## src/design/assert_macros.svh

```systemverilog
// Assertion macros shared by the convolution filter RTL.
// Needs clk and rst_n in the scope where a macro is used.
`ifndef ASSERT_MACROS_SVH
`define ASSERT_MACROS_SVH

// Property must hold on every rising clock edge outside reset
`define CVC_ASSERT(lbl, prop, msg) \
  lbl: assert property (@(posedge clk) disable iff (!rst_n) (prop)) else $error(msg);

// Condition must never be seen outside reset
`define CVC_NEVER(lbl, cond, msg) \
  `CVC_ASSERT(lbl, !(cond), msg)

`endif

```

## src/design/cvc_pkg.sv

```systemverilog
// Package for the 3x3 RGBA convolution filter: constants, payload and job types.
// No dependencies.
`timescale 1ns / 1ps
package cvc_pkg;

  localparam int MAX_WIDTH = 1024;
  localparam int COEF_BITS = 16;
  localparam int COL_W     = $clog2(MAX_WIDTH);
  localparam int LANE_W    = 16;
  localparam int QDEPTH    = 2;
  localparam int PROD_W    = COEF_BITS + 9;
  localparam int SUM_W     = 28;
  localparam int NUM_W     = SUM_W - 1;
  localparam int DIV_STEPS = NUM_W;
  localparam int CNT_W     = $clog2(DIV_STEPS);

  // configuration register indexes
  localparam logic [2:0] REG_IMAGE_WIDTH  = 3'd0;
  localparam logic [2:0] REG_IMAGE_HEIGHT = 3'd1;
  localparam logic [2:0] REG_KERNEL_TOP   = 3'd2;
  localparam logic [2:0] REG_KERNEL_MID   = 3'd3;
  localparam logic [2:0] REG_KERNEL_BOT   = 3'd4;
  localparam logic [2:0] REG_DIVISOR      = 3'd5;

  typedef logic [31:0] word_t;

  typedef struct packed {
    logic [7:0] in_blue;
    logic [7:0] in_green;
    logic [7:0] in_red;
    logic [7:0] in_alpha;
  } pix_in_t;

  typedef struct packed {
    logic [7:0]  out_blue;
    logic [7:0]  out_green;
    logic [7:0]  out_red;
    logic [7:0]  out_alpha;
    logic [15:0] out_row;
    logic [9:0]  out_col;
    logic        run_last;
    logic        frame_done;
  } pix_out_t;

  typedef struct packed {
    logic [10:0]                 image_width;
    logic [15:0]                 image_height;
    logic [2:0][2:0][LANE_W-1:0] kernel;   // [row][col], col 0 in low bits
    logic [15:0]                 divisor;
  } cfg_t;

  // One queued request: neighbourhood plus position and edge flags
  typedef struct packed {
    logic [2:0][2:0][31:0] grid;   // [row][col]
    logic [15:0]           row;
    logic [COL_W-1:0]      col;
    logic                  first_row;
    logic                  first_col;
    logic                  end_col;
    logic                  last_row;
  } job_t;

  typedef enum logic {F_IDLE, F_UPDATE} front_state_t;
  typedef enum logic [2:0] {B_IDLE, B_MAC, B_LOAD, B_DIV, B_OUT} back_state_t;

endpackage

```

## src/design/cvc_queue.sv

```systemverilog
// Short request queue between front and back end.
// Depends on cvc_pkg and assert_macros.svh.
`timescale 1ns / 1ps
`include "assert_macros.svh"
module cvc_queue (
  input  logic          clk,
  input  logic          rst_n,
  input  logic          push,
  input  cvc_pkg::job_t  wr_entry,
  input  logic          pop,
  output cvc_pkg::job_t  head,
  output logic          empty,
  output logic          full
);
  import cvc_pkg::*;

  localparam int PW = (QDEPTH > 1) ? $clog2(QDEPTH) : 1;
  localparam int CW = $clog2(QDEPTH + 1);

  job_t          mem_r [QDEPTH];
  logic [PW-1:0] wp_r, rp_r;
  logic [CW-1:0] cnt_r;

  assign empty = (cnt_r == '0);
  assign full  = (cnt_r == CW'(QDEPTH));
  assign head  = mem_r[rp_r];

  // pointers and fill count
  always_ff @(posedge clk) begin
    if (!rst_n) begin
      wp_r  <= '0;
      rp_r  <= '0;
      cnt_r <= '0;
    end else begin
      if (push) wp_r <= (wp_r == PW'(QDEPTH - 1)) ? '0 : wp_r + PW'(1);
      if (pop)  rp_r <= (rp_r == PW'(QDEPTH - 1)) ? '0 : rp_r + PW'(1);
      if (push && !pop) cnt_r <= cnt_r + CW'(1);
      else if (pop && !push) cnt_r <= cnt_r - CW'(1);
    end
  end

  always_ff @(posedge clk) begin
    if (push) mem_r[wp_r] <= wr_entry;
  end

  `CVC_NEVER(a_no_overflow, push && full, "queue push while full")
  `CVC_NEVER(a_no_underflow, pop && empty, "queue pop while empty")
endmodule

```

## config.mk

```make
export PLATFORM = sky130hd
export DESIGN_NAME = cvc_queue
export DESIGN_NICKNAME = d
export VERILOG_FILES = /design/src/design/cvc_pkg.sv /design/src/design/cvc_queue.sv
export VERILOG_INCLUDE_DIRS = /design/src /design/src/design
export SDC_FILE = /design/constraint.sdc
export NUM_CORES = 1
export LEC_CHECK = 0
export BUFFER_PORTS_ARGS = -buffer_cell sky130_fd_sc_hd__buf_2
export CAP_MARGIN = 20
export CORE_AREA = 3 3 251 253
export CTS_CLUSTER_SIZE = 10
export DETAILED_ROUTE_END_ITERATION = 7
export DIE_AREA = 0 0 254 256
export HOLD_SLACK_MARGIN = 0.15
export PLACE_DENSITY = 0.61
export SKIP_CTS_REPAIR_TIMING = 1
export SLEW_MARGIN = 20
export SYNTH_ARGS = -nofsm -noshare
export SYNTH_HDL_FRONTEND = slang
export SYNTH_SLANG_ARGS = --single-unit
```

## constraint.sdc

```tcl
create_clock -name clk -period 20.2 [get_ports clk]
set_input_delay 2.02 -clock clk [delete_from_list [all_inputs] [get_ports clk]]
set_output_delay 2.02 -clock clk [all_outputs]
set_load 0.005 [all_outputs]
```

==> Word-level counts from Yosys, hierarchy flattened <==
Memory sizes are Yosys's and may differ from the RTL's. A register that Yosys moved wholly into a read port is not among the register bits.
Index checks and enable logic that the tools add are counted.
Widths: inputs -> output; s select.
{ "classes": {"addsub": 4, "reduce_logical": 6, "n_mux": 8, "n_eq_ne": 1} }
{ "ops": {"columns": ["operator", "n"], "rows": [
  ["$mux 1", 6],
  ["$mux 2", 2],
  ["$add 1x1->1 const B", 2],
  ["$add 2x1->2 const B", 1],
  ["$eq 2x2->1 const B", 1],
  ["$logic_and 1x1->1", 2],
  ["$logic_not 1->1", 2],
  ["$logic_not 2->1", 1],
  ["$reduce_bool 2->1", 1],
  ["$sub 2x1->2 const B", 1]
]} }
{ "totals": {"in_bits": 322, "wordCells": 23, "mem_bits_rw": 636, "ff_bits": 4, "mem_count": 1, "output_inout_bits": 320} }
{ "memory_table": {"columns": ["name", "words", "word_bits", "read_ports", "rd_clocked_by_memory_dff", "wr", "line_no", "text"], "rows": [
  ["mem_r", 2, 318, 1, 1, 1, "cvc_queue.sv:20", "job_t mem_r [QDEPTH];"]
]} }

==> Logic depth before layout (Yosys ltp) <==
{ "logic_depth": {"ltp_word": 4, "depth_mapped": 5, "mapped_depth_nobuf": 5} }

==> Worst setup path before layout <==
Ideal clock, no wire load.
{ "synth_path": {"path_kind": "input to register", "start": "input push", "end": "register wp_r", "required_time_ns": 20.076, "cell_stages": 2, "t_arrival_ns": 16.722, "setup_time_ns": 0.124, "path_slack_ns": 3.355, "cell_sequence": "nor2b_1 o21a_1"} }
{ "synth_lines": {"columns": ["element", "line_no", "text"], "rows": [
  ["from (decl)", "cvc_queue.sv:8", "input logic push,"],
  ["to (signal assigned)", "cvc_queue.sv:35", "if (push) wp_r <= (wp_r == PW'(QDEPTH - 1)) ? '0 : wp_r + PW'(1);"],
  ["to (decl)", "cvc_queue.sv:21", "logic [PW-1:0] wp_r, rp_r;"]
]} }

==> impl_metrics.toml <==
[timing]
worst_pin_slew_ns = 1.197
post-route-period-util = 0.2963
rsz0062_at_grt = "false"
hold_viol = 0
slew_headroom = 0.2017
fin_tns_setup_ns = 0
drv_slew = 0
fmax_mhz = 167.1
hold_ws_ns = 0.5248
fin_crit_ns = 5.986
setup_viol = 0
finalClockSkew_ns = 0.02094

[global_route]
grt-ovfl-total = 0
grt_pass1_vias = 12715
track_usage = 0.1582
grt_pass1_wl_um = 77240
antenna_found_initial = 29
grt_max_degree = 169

[synth]
syn-instance-count = 1011
synth.distinct_cells = 18
synth-seq-area-share = 0.8163
synth_mux_area_frac = 0.1682
synthAdderAreaFrac = 0.0005320
synthTopCellsByArea = "edfxtp_1, mux2_2, mux2_4"
yosys.area_share.xor_xnor = 0.001117
synth_top_family_by_area = "multiplexers"
synth_area_um2 = 23520
yosysTopAreaCell = "edfxtp_1"
synth-seq-cells = 641
syn_area_per_cell_um2 = 23.26
synth-compound-area-share = 0.0008512
syn_nets = 1334
yosysWarnings = 0
synth-simple-area-share = 0.002287
synth_top_area_share = 0.8120

[die]
die_area_um2 = 65020
dieWidth_um = 254
fp.coreArea_um2 = 61260
io_pins = 642
initial_utilization = 0.3840
rows = 91
die_h_um = 256

[setup_path]
critPathLaunchType = "register"
cp.required_ns = 18.18
worst_ep_arrival_time_ns = 3.97
slowest_delay_ns = 1.08
crit_type = "reg2out"
cp_max_fo = 73
crit_chain = "buf_4 -> buf_4 -> mux2_2 -> buf_2"
cp_slowest_cell = "dfxtp_4"
crit_top_cell = "buf_4"
crit_family = "buffers and inverters"
critPathCaptureType = "output port"
cp_num_buf_inv = 3

[cts]
cts.path.max_buffers = 3
cts.sinks = 641
h-tree-depth = 3
numCtsBuffers = 75
path_clk_slew_ns = 0.06
worstSkewPairLatency_ns = 0.58
tritoncts = "built"
ctsRootBufferMaster = "clkbuf_16"

[drt]
drt_iter0_markers = 737
detail-route-antenna-nets = 0
drtPass1Iterations = 4
post_drt_wl_per_cell_um = 20.99
routed_via_density = 4.728
post-route-drc-count = 0
num_vias = 11947
wirelength_um = 53040

[power_and_ir_drop]
pwr_density_cell_nw_per_um2 = 101.4
p_leak_nw = 11.24
ir_drop_uv = 66.75

[layout]
finalNetCount = 2027
area_growth_pct = 26.43
layout-drive-gt1-share = 0.6136
final_core_util = 0.4854
nFillCells = 5196

[placed_design]
numPortBuffers = 641
gp_congestion = 0.8107
dp_hpwl_um = 36680

[min_path]
hold_path.class = "reg2reg"

[run_status]
status = "finished clean"

[flow_run]
drv_cap = 0
## area by class of cell
class                      instances  area (um2)  share of cell area
timing repair buffer             651        3341              0.1123
sequential                       641       19200              0.6458
clock inverter                     8       100.1            0.003366
clock buffer                      86        1982             0.06665
tap                              790       988.4             0.03324
antenna                           16       40.04            0.001346
multi-input combinational        334        4079              0.1372
inverter                           1       3.754           0.0001262
## power breakdown
group          total, mW  internal (mW)  leakage, nW  switching, mW
combinational      0.283          0.148         4.21          0.135
sequential          1.56           1.54         6.01         0.0217
clock               1.17          0.699         1.02          0.470
## cells by family (layout without fill, tap and decap cells)
family	after synthesis	after routing
adders and majority gates	1	1
buffers and inverters	36	746
other	0	16
DFF	641	641
and+or+nand+nor	9	9
xor gates and xnor gates	3	3
muxes	318	318
AOI/OAI and AO/OA	3	3
## state kept, by name, indices dropped and copies added, names as in the netlist, named ones only
name / count
wp_r: 1
cnt_r: 2
mem_r: 636
rp_r: 1
## final timing paths
kind / to / slack, ns / from / cells after the start
setup / recovery: head[130] / 14.21 / register / 4
hold / removal: cnt_r[1] / 0.52 / cnt_r[1] / 2
hold reg to reg: cnt_r[1] / 0.52 / cnt_r[1] / 2
setup reg to reg: mem_r[1][225] / 17.27 / wp_r / 3
## metal layers
| layer | GRT usage | routed length, um | up-vias |
|---|---|---|---|
| li1 | - | - | 5439 |
| met1 | 0.1687 | 18530 | 5893 |
| met2 | 0.2748 | 27270 | 485 |
| met3 | 0.06605 | 5509 | 110 |
| met4 | 0.06642 | 1590 | 20 |
| met5 | 0 | 134 | - |
## Yosys cell counts, drive strengths merged
cell type / n
nor2b: 3
o21ai: 1
nor2: 1
and2: 4
o21a: 1
or3: 1
ha: 1
dfxtp: 5
mux2: 318
inv: 1
buf: 35
xnor2: 1
a21boi: 1
xor2: 2
edfxtp: 636
## worst min-delay path, delay by kind of cell (launching register included)
kind	cells	cell delay [ns]
AOI/OAI and AO/OA	2	0.15
DFF	1	0.33
## metrics by stage
stage	cells	cell area (um2)	power, mW	setup slack (ns)
after floorplan	1011	23520	1.761	3.355
after global placement	2416	27590	1.872	14.89
after detailed placement	2416	27590	1.878	14.80
after CTS	2510	29670	3.063	14.13
after global routing	2520	29720	3.135	13.97
final	2527	29740	3.015	14.21
## cells in the final DEF (no fill, tap or decap), drive strengths merged
cell type	netlist	routed
mux2	318	318
xnor2	1	1
edfxtp	636	636
clkinv	0	6
xor2	2	2
dfxtp	5	5
clkbuf	0	86
inv	1	2
or3	1	1
bufinv	0	1
diode	0	16
and2	4	4
nor2	1	1
a21boi	1	1
o21a	1	1
buf	35	651
o21ai	1	1
ha	1	1
nor2b	3	3
No activity file was read; power rests on OpenSTA's default activity.
