`src/design/assert_macros.svh`:
```
// Assertion macros shared by the convolution filter RTL.
// Needs clk and rst_n in the scope where a macro is used.
`ifndef ASSERT_MACROS_SVH
`define ASSERT_MACROS_SVH

// Property must hold on every rising clock edge outside reset
`define CVC_ASSERT(lbl, prop, msg) \
  lbl: assert property (@(posedge clk) disable iff (!rst_n) (prop)) else $error(msg);

// Condition must never be seen outside reset
`define CVC_NEVER(lbl, cond, msg) \
  `CVC_ASSERT(lbl, !(cond), msg)

`endif

```
`src/design/cvc_pkg.sv`:
```
// Package for the 3x3 RGBA convolution filter: constants, payload and job types.
// No dependencies.
`timescale 1ns / 1ps
package cvc_pkg;

  localparam int MAX_WIDTH = 1024;
  localparam int COEF_BITS = 16;
  localparam int COL_W     = $clog2(MAX_WIDTH);
  localparam int LANE_W    = 16;
  localparam int QDEPTH    = 2;
  localparam int PROD_W    = COEF_BITS + 9;
  localparam int SUM_W     = 28;
  localparam int NUM_W     = SUM_W - 1;
  localparam int DIV_STEPS = NUM_W;
  localparam int CNT_W     = $clog2(DIV_STEPS);

  // configuration register indexes
  localparam logic [2:0] REG_IMAGE_WIDTH  = 3'd0;
  localparam logic [2:0] REG_IMAGE_HEIGHT = 3'd1;
  localparam logic [2:0] REG_KERNEL_TOP   = 3'd2;
  localparam logic [2:0] REG_KERNEL_MID   = 3'd3;
  localparam logic [2:0] REG_KERNEL_BOT   = 3'd4;
  localparam logic [2:0] REG_DIVISOR      = 3'd5;

  typedef logic [31:0] word_t;

  typedef struct packed {
    logic [7:0] in_blue;
    logic [7:0] in_green;
    logic [7:0] in_red;
    logic [7:0] in_alpha;
  } pix_in_t;

  typedef struct packed {
    logic [7:0]  out_blue;
    logic [7:0]  out_green;
    logic [7:0]  out_red;
    logic [7:0]  out_alpha;
    logic [15:0] out_row;
    logic [9:0]  out_col;
    logic        run_last;
    logic        frame_done;
  } pix_out_t;

  typedef struct packed {
    logic [10:0]                 image_width;
    logic [15:0]                 image_height;
    logic [2:0][2:0][LANE_W-1:0] kernel;   // [row][col], col 0 in low bits
    logic [15:0]                 divisor;
  } cfg_t;

  // One queued request: neighbourhood plus position and edge flags
  typedef struct packed {
    logic [2:0][2:0][31:0] grid;   // [row][col]
    logic [15:0]           row;
    logic [COL_W-1:0]      col;
    logic                  first_row;
    logic                  first_col;
    logic                  end_col;
    logic                  last_row;
  } job_t;

  typedef enum logic {F_IDLE, F_UPDATE} front_state_t;
  typedef enum logic [2:0] {B_IDLE, B_MAC, B_LOAD, B_DIV, B_OUT} back_state_t;

endpackage

```
`src/design/cvc_back.sv`:
```
// Back end: per result, 9-tap multiply-accumulate, serial divide, clamp, output reg.
// Depends on cvc_pkg and assert_macros.svh.
`timescale 1ns / 1ps
`include "assert_macros.svh"
module cvc_back (
  input  logic             clk,
  input  logic             rst_n,
  input  cvc_pkg::cfg_t     cfg,
  input  cvc_pkg::job_t     head,
  input  logic             q_empty,
  output logic             q_pop,
  output logic             out_valid,
  input  logic             out_stall,
  output cvc_pkg::pix_out_t out_data
);
  import cvc_pkg::*;

  back_state_t       state_r, state_nxt;
  logic [1:0]        sub_r;            // [1] next row, [0] next column
  logic [1:0]        ta_r, tb_r;
  logic [CNT_W-1:0]  cnt_r;
  logic signed [SUM_W-1:0] acc_r [4];
  logic [NUM_W-1:0]  num_r [4];
  logic [NUM_W-1:0]  quo_r [4];
  logic [15:0]       rem_r [4];
  logic              out_valid_r;
  pix_out_t          out_data_r;

  logic              has_next;
  logic [1:0]        next_sub;
  logic              last_tap, out_free, do_out;
  logic [1:0]        tr, tc;
  word_t             pix;
  logic signed [COEF_BITS-1:0] wt;
  logic signed [PROD_W-1:0]    prod [4];
  logic [15:0]       dv;
  logic [7:0]        res [4];

  assign out_valid = out_valid_r;
  assign out_data  = out_data_r;
  assign dv        = (cfg.divisor == 16'd0) ? 16'd1 : cfg.divisor;
  assign last_tap  = (ta_r == 2'd2) && (tb_r == 2'd2);
  assign out_free  = !out_valid_r || !out_stall;

  // order of results released by one request
  always_comb begin
    has_next = 1'b0;
    next_sub = sub_r;
    unique case (sub_r)
      2'b00: begin
        if (head.end_col) begin
          has_next = 1'b1; next_sub = 2'b01;
        end else if (head.last_row) begin
          has_next = 1'b1; next_sub = 2'b10;
        end
      end
      2'b01: if (head.last_row) begin
        has_next = 1'b1; next_sub = 2'b10;
      end
      2'b10: if (head.end_col) begin
        has_next = 1'b1; next_sub = 2'b11;
      end
      default: has_next = 1'b0;
    endcase
  end

  // edge replicated tap selection and products
  always_comb begin
    if (sub_r[1]) tr = (ta_r == 2'd0) ? 2'd1 : 2'd2;
    else tr = (ta_r == 2'd0 && head.first_row) ? 2'd1 : ta_r;
    if (sub_r[0]) tc = (tb_r == 2'd0) ? 2'd1 : 2'd2;
    else tc = (tb_r == 2'd0 && head.first_col) ? 2'd1 : tb_r;
    pix = head.grid[tr][tc];
    wt  = $signed(cfg.kernel[ta_r][tb_r][COEF_BITS-1:0]);
    for (int c = 0; c < 4; c++) begin
      prod[c] = wt * $signed({1'b0, pix[8*c +: 8]});
    end
  end

  // clamp of the quotients
  always_comb begin
    for (int c = 0; c < 4; c++) begin
      res[c] = (quo_r[c] > NUM_W'(255)) ? 8'd255 : quo_r[c][7:0];
    end
  end

  // next state
  always_comb begin
    state_nxt = state_r;
    unique case (state_r)
      B_IDLE:  if (!q_empty) state_nxt = B_MAC;
      B_MAC:   if (last_tap) state_nxt = B_LOAD;
      B_LOAD:  state_nxt = B_DIV;
      B_DIV:   if (cnt_r == CNT_W'(DIV_STEPS - 1)) state_nxt = B_OUT;
      B_OUT:   if (out_free) state_nxt = has_next ? B_MAC : B_IDLE;
      default: state_nxt = B_IDLE;
    endcase
  end

  // outputs
  always_comb begin
    do_out = (state_r == B_OUT) && out_free;
    q_pop  = do_out && !has_next;
  end

  // control registers
  always_ff @(posedge clk) begin
    if (!rst_n) begin
      state_r     <= B_IDLE;
      sub_r       <= '0;
      ta_r        <= '0;
      tb_r        <= '0;
      cnt_r       <= '0;
      out_valid_r <= 1'b0;
    end else begin
      state_r <= state_nxt;
      if (state_r == B_IDLE) begin
        sub_r <= '0;
        ta_r  <= '0;
        tb_r  <= '0;
      end else if (state_r == B_MAC) begin
        if (tb_r == 2'd2) begin
          tb_r <= '0;
          ta_r <= ta_r + 2'd1;
        end else begin
          tb_r <= tb_r + 2'd1;
        end
      end else if (state_r == B_LOAD) begin
        cnt_r <= '0;
      end else if (state_r == B_DIV) begin
        cnt_r <= cnt_r + CNT_W'(1);
      end else if (do_out) begin
        sub_r <= next_sub;
        ta_r  <= '0;
        tb_r  <= '0;
      end
      if (do_out) out_valid_r <= 1'b1;
      else if (!out_stall) out_valid_r <= 1'b0;
    end
  end

  // datapath: accumulate, then restoring division, one quotient bit a cycle
  always_ff @(posedge clk) begin
    for (int c = 0; c < 4; c++) begin
      if (state_r == B_IDLE || do_out) begin
        acc_r[c] <= '0;
      end else if (state_r == B_MAC) begin
        acc_r[c] <= acc_r[c] + SUM_W'(prod[c]);
      end else if (state_r == B_LOAD) begin
        // a non-positive sum gives a quotient that clamps to zero
        num_r[c] <= (acc_r[c] > 0) ? acc_r[c][NUM_W-1:0] : '0;
        rem_r[c] <= '0;
        quo_r[c] <= '0;
      end else if (state_r == B_DIV) begin
        logic [16:0] rsh;
        logic [17:0] diff;
        rsh  = {rem_r[c], num_r[c][NUM_W-1]};
        diff = {1'b0, rsh} - {2'b00, dv};
        num_r[c] <= {num_r[c][NUM_W-2:0], 1'b0};
        if (!diff[17]) begin
          rem_r[c] <= diff[15:0];
          quo_r[c] <= {quo_r[c][NUM_W-2:0], 1'b1};
        end else begin
          rem_r[c] <= rsh[15:0];
          quo_r[c] <= {quo_r[c][NUM_W-2:0], 1'b0};
        end
      end
    end
  end

  // result register
  always_ff @(posedge clk) begin
    if (do_out) begin
      out_data_r.out_blue   <= res[0];
      out_data_r.out_green  <= res[1];
      out_data_r.out_red    <= res[2];
      out_data_r.out_alpha  <= res[3];
      out_data_r.out_row    <= head.row + {15'd0, sub_r[1]};
      out_data_r.out_col    <= head.col + {{(COL_W-1){1'b0}}, sub_r[0]};
      out_data_r.run_last   <= !has_next;
      out_data_r.frame_done <= (sub_r == 2'b11);
    end
  end

  `CVC_NEVER(a_work_has_request, (state_r != B_IDLE) && q_empty,
             "back end working without a queued request")
endmodule

```
`config.mk`:
```
export PLATFORM = sky130hd
export DESIGN_NAME = cvc_back
export DESIGN_NICKNAME = d
export VERILOG_FILES = /design/src/design/cvc_pkg.sv /design/src/design/cvc_back.sv
export VERILOG_INCLUDE_DIRS = /design/src /design/src/design
export SDC_FILE = /design/constraint.sdc
export NUM_CORES = 2
export LEC_CHECK = 0
export ABC_AREA = 1
export BUFFER_PORTS_ARGS = -buffer_cell sky130_fd_sc_hd__buf_2
export CORE_ASPECT_RATIO = 0.5
export CORE_MARGIN = 5
export CORE_UTILIZATION = 55
export CTS_BUF_LIST = sky130_fd_sc_hd__clkbuf_8
export CTS_CLUSTER_SIZE = 8
export DETAILED_ROUTE_END_ITERATION = 6
export PLACE_DENSITY = 0.79
export SETUP_SLACK_MARGIN = 0.2
export SLEW_MARGIN = 15
export SYNTH_ARGS = -nofsm -noshare
export SYNTH_HDL_FRONTEND = slang
export SYNTH_SLANG_ARGS = --single-unit
```
`constraint.sdc`:
```
create_clock -name clk -period 19 [get_ports clk]
set_clock_uncertainty 0.15 [all_clocks]
set_input_delay 0.95 -clock clk [delete_from_list [all_inputs] [get_ports clk]]
set_output_delay 0.95 -clock clk [all_outputs]
set_load 0.01 [all_outputs]
```
### Yosys cells after proc, flatten, opt, wreduce, memory -nomap -nowiden

Memory sizes are Yosys's and may differ from the RTL's.
Index checks and enable logic that the tools add are counted.

| storage, ports and cells | value |
|---|---|
| word-level logic and storage cells | 249 |
| output and inout bits | 62 |
| register bits | 75 |
| memory bits (read-only) | 0 |
| input bits | 509 |
| memories | 4 |
| memory bits (writable) | 392 |
| latch bits | 0 |

| operators by class | value |
|---|---|
| reductions and logical operators | 24 |
| magnitude comparators | 12 |
| bitwise gates (word level) | 29 |
| divide/modulo/power cells | 0 |
| multipliers | 4 |
| add/subtract/negate cells | 13 |
| shift operators | 0 |
| multiplexer cells | 130 |
| equal/unequal tests | 19 |

Memory list:

| name | depth | width | read ports | clocked after Yosys merged registers in | wr ports | RTL line | RTL |
|---|---|---|---|---|---|---|---|
| acc_r | 4 | 28 | 4 | 0 | 4 | cvc_back.sv:22 | `logic signed [SUM_W-1:0] acc_r [4];` |
| num_r | 4 | 27 | 4 | 0 | 4 | cvc_back.sv:23 | `logic [NUM_W-1:0] num_r [4];` |
| quo_r | 4 | 27 | 4 | 0 | 4 | cvc_back.sv:24 | `logic [NUM_W-1:0] quo_r [4];` |
| rem_r | 4 | 16 | 4 | 0 | 4 | cvc_back.sv:25 | `logic [15:0] rem_r [4];` |

Operators by type and width:

| cell | number |
|---|---|
| two-way mux 27 bit | 16 |
| binary-select mux 96 bit (select 2 bit) | 1 |
| two-way mux 16 bit | 10 |
| adder 28 x 25 -> 28 bit | 4 |
| greater-than comparator 28 x 1 -> 1 bit (second input constant) | 4 |
| two-way mux 28 bit | 4 |
| greater-than comparator 27 x 8 -> 1 bit (second input constant) | 4 |
| multiplier 16 x 9 -> 25 bit | 4 |
| binary-select mux 48 bit (select 2 bit) | 1 |
| two-way mux 96 bit | 1 |
| subtractor 17 x 16 -> 18 bit | 4 |
| two-way mux 1 bit | 68 |
| binary-select mux 32 bit (select 2 bit) | 1 |
| two-way mux 48 bit | 1 |
| binary-select mux 16 bit (select 2 bit) | 1 |
| two-way mux 2 bit | 16 |
| two-way mux 32 bit | 1 |
| bitwise OR 1 bit | 24 |
| adder 16 x 1 -> 16 bit | 1 |
| zero test 16 bit | 1 |
| != test 2 bit (second input constant) | 8 |
| one-hot mux 3 bit (5 select lines) | 1 |
| less-than comparator 2 x 3 -> 1 bit (second input constant) | 4 |
| two-way mux 3 bit | 4 |
| other kinds (25) | 47 |

### Depth between registers and ports, before layout

| depth | value |
|---|---|
| depth in word-level cells | 11 |
| depth in mapped cells | 41 |
| gate-level depth less buffers | 36 |

### Worst setup path before layout

OpenSTA, ideal clock, no wires.

| timing | value |
|---|---|
| kind | register to register |
| from | register ta_r[0] |
| to | memory acc_r[0][27], data pin |
| library setup time | 0.255 ns |
| setup slack | 12.195 ns |
| clock period less this slack | 6.805 ns |
| cell stages (with the launch flop) | 35 |
| data arrival time | 6.400 ns |
| cell sequence | dfxtp_1 > inv_2 > buf_2 > buf_1 > ha_1 > inv_1 > nand2_1 > nand2_2 > nand2_2 > buf_4 > buf_4 > o21ai_0 > o21ai_1 > nand2_1 > nand2_2 > buf_4 > nand2_1 > fa_1 > inv_1 > fa_1 > inv_1 > fa_1 > inv_1 > fa_1 > inv_1 > fa_1 > inv_1 > ha_1 > inv_1 > nor3_1 > nand2_1 > nor3_1 > nand2_1 > a21oi_1 > nor2_1 |

RTL lines:

| what | RTL line | RTL |
|---|---|---|
| start, declared | cvc_back.sv:20 | `logic [1:0] ta_r, tb_r;` |
| start signal, assigned | cvc_back.sv:124 | `ta_r <= ta_r + 2'd1;` |
| end, declared | cvc_back.sv:22 |  |

==> results.py <==
metrics = {
    "drt": {
        "finalWirelength_um": 158000,
        "drt_iter0_markers": 5068,
        "wl_per_cell_um": 18.2,
        "first_pass_iters": 6,
        "vias": 46500,
        "viasPerCell": 5.38,
        "postRouteAntennaNets": 0,
        "drc": 0,
    },
    "logic_synthesis": {
        "yosysMostFrequentCell": "nand2_1",
        "postSynth.asyncResetShare": 0,
        "synthFlopType": "edfxtp_1",
        "yosys_register_bits": 467,
        "ys_top_cells_by_count": "nand2_1, inv_1, nor2_1, nand3_1, fa_1",
        "ys_seq_area_frac": 0.265,
        "synthCells": 6883,
        "yosysWarnings": 0,
        "netlist.top_cell.by_area": "edfxtp_1",
        "synth_cell_types": 49,
        "synth_top_area_share": 0.259,
        "synth_nets": 8228,
        "syn_area_per_cell_um2": 7.61,
        "synth_area_um2": 52400,
        "ys_top_cells_by_area": "edfxtp_1, fa_1, nand2_1, inv_1, ha_1",
        "synth_edf_count": 451,
    },
    "critical_path": {
        "timing.rr.end": "acc_r[2][27]",
        "cpMostUsedCell": "inv_1",
        "slowest_stage": "fa_1",
        "crit_required_ps": 19380,
        "critical-path-top-delay-family": "adder cells",
        "endpoint_kind": "flip-flop",
        "r2r_start": "ta_r[1]",
        "path_max_fanout": 53,
        "ff2ff_path_depth": 31,
        "cp_data_arrival_time_ps": 9690,
        "critPathBufInv": 11,
        "rrSetupSlack_ps": 9690,
        "slowest_delay_ps": 750,
        "criticalPathCategory": "flip-flop to flip-flop",
        "startpoint_type": "flip-flop",
    },
    "timing": {
        "setup_ws_ps": 9690,
        "finalSetupTns_ps": 0,
        "finalMaxSlewViolations": 0,
        "setup_viol": 0,
        "fmax_mhz": 107,
        "finalHoldViolCount": 0,
        "worst_pin_slew_ps": 1150,
        "holdWs_ps": 311,
        "period_share": 0.490,
        "maxSlewHeadroom": 0.231,
        "period_needed_ps": 9310,
        "rsz0062_at_grt": "false",
    },
    "placed_design": {
        "dp.cells": 8506,
        "detailedPlace.worstSlack_ps": 9940,
        "dp_hpwl_um": 123000,
        "io_buffers": 543,
        "gp_congestion": 0.997,
    },
    "cts": {
        "clockRootBuffer": "clkbuf_8",
        "cts_tree": "built",
        "postCtsHoldBufs": 0,
        "clock_latency_ps": 780,
        "cts_buffer_depth": 3,
        "cts_buffers": 78,
        "cts_resized": 0,
        "path_clk_slew_ps": 70,
        "htree_num_levels": 3,
        "clock-sinks": 467,
        "postCtsSetupBuffers": 0,
    },
    "layout": {
        "nNetsFinal": 8660,
        "fill_cells": 8619,
        "stdcell_count": 8645,
        "drive_gt1_frac": 0.108,
        "synthToLayoutAreaGrowth_pct": 9.49,
    },
    "hold_path": {
        "hp-class": "flip-flop to flip-flop",
        "min_path_cells": 2,
        "timing.hold.worst_endpoint": "num_r[2][0]",
        "hp-start": "num_r[2][0]",
    },
    "global_routing": {
        "grt_usage": 0.308,
        "grt_max_degree": 70,
        "grt_pass1_vias": 45000,
        "grt_overflow": 0,
        "grt_pass1_wl_um": 248000,
        "antenna_found_initial": 3,
    },
    "run": {
        "cap_violations": 0,
    },
    "floorplanning": {
        "chipWidth_um": 446,
        "die_h_um": 228,
        "rows": 80,
        "io_pins": 571,
        "start_util": 0.552,
        "die_area_um2": 102000,
        "core_area_um2": 94900,
    },
    "outcome": {
        "status": "finished, final reports clean",
    },
}
[kinds of logic (layout without fill, tap and decap cells)]
family | Yosys count | count (layout) | synth area share
multiplexers | 1 | 1 | 0.000215
flip-flops | 467 | 467 | 0.265
buffers and inverters | 1723 | 2210 | 0.130
AO/OA/AOI/OAI | 596 | 596 | 0.0620
AND/OR/NAND/NOR | 3197 | 3197 | 0.258
XOR/XNOR | 63 | 63 | 0.0105
other | 0 | 4 | 0
adder cells (fa/ha/maj) | 836 | 836 | 0.274
[layer usage]
metal	wire length, µm	GRT usage
met1	67200	0.434
met2	67700	0.462
met3	14900	0.0676
met4	7850	0.129
met5	0	0
[cell usage in the layout (no fill, tap or decap), types with 18 or more instances in the layout]
master / n
inv_1: 1503
nand3_2: 25
nand3b_1: 18
ha_1: 320
xor2_1: 23
a21oi_1: 249
edfxtp_1: 451
o211ai_1: 62
xnor2_1: 40
buf_2: 543
nand2_1: 1507
nand3_1: 600
nand4_1: 72
nor3_1: 61
buf_4: 41
fa_1: 516
or2_2: 44
o21ai_0: 243
nor2_1: 783
clkbuf_8: 79
[tightest hold or removal path, stage by stage, from the launching register on]
cell and delay (ps):
dfxtp_1 310, nand2_1 60, nand2_1 50
[state kept, by name, indices dropped and copies added, names as in the netlist]
name / flops
cnt_r: 5
out_valid: 1
state_r: 3
tb_r: 2
sub_r: 2
ta_r: 2
rem_r: 64
quo_r: 108
acc_r: 112
out_data: 60
num_r: 108
[through the flow]
stage	util	instance area [µm²]
floorplan	-	52400
global placement	0.589	55800
detailed placement	0.589	55800
CTS	0.604	57300
global route	0.604	57300
finish	0.604	57400
[worst max-delay path by stage]
| stage | endpoint | cells after the start | slack (ps) | start |
|---|---|---|---|---|
| 6_report | acc_r[2][27] | 31 | 9690 | ta_r[1] |
| 5_1_grt | acc_r[2][27] | 31 | 9260 | ta_r[1] |
| 3_5_place_dp | acc_r[2][27] | 31 | 9940 | ta_r[1] |
| 3_3_place_gp | acc_r[2][27] | 32 | 9970 | ta_r[1] |
| 2_1_floorplan | acc_r[0][27] | 34 | 12200 | ta_r[0] |
| 4_1_cts | acc_r[2][27] | 31 | 9930 | ta_r[1] |
[layout make-up]
class	count	area, µm²	area share
sequential	467	13900	0.242
timing repair buffer	584	3030	0.0528
antenna	4	10.0	0.000175
tap	1271	1590	0.0277
multi-input combinational	4693	31800	0.554
clock inverter	56	400	0.00698
clock buffer	79	1090	0.0190
inverter	1491	5600	0.0976
Power is not shown: default switching activity piles up to over one toggle a cycle in this logic, so the estimate is an artifact.
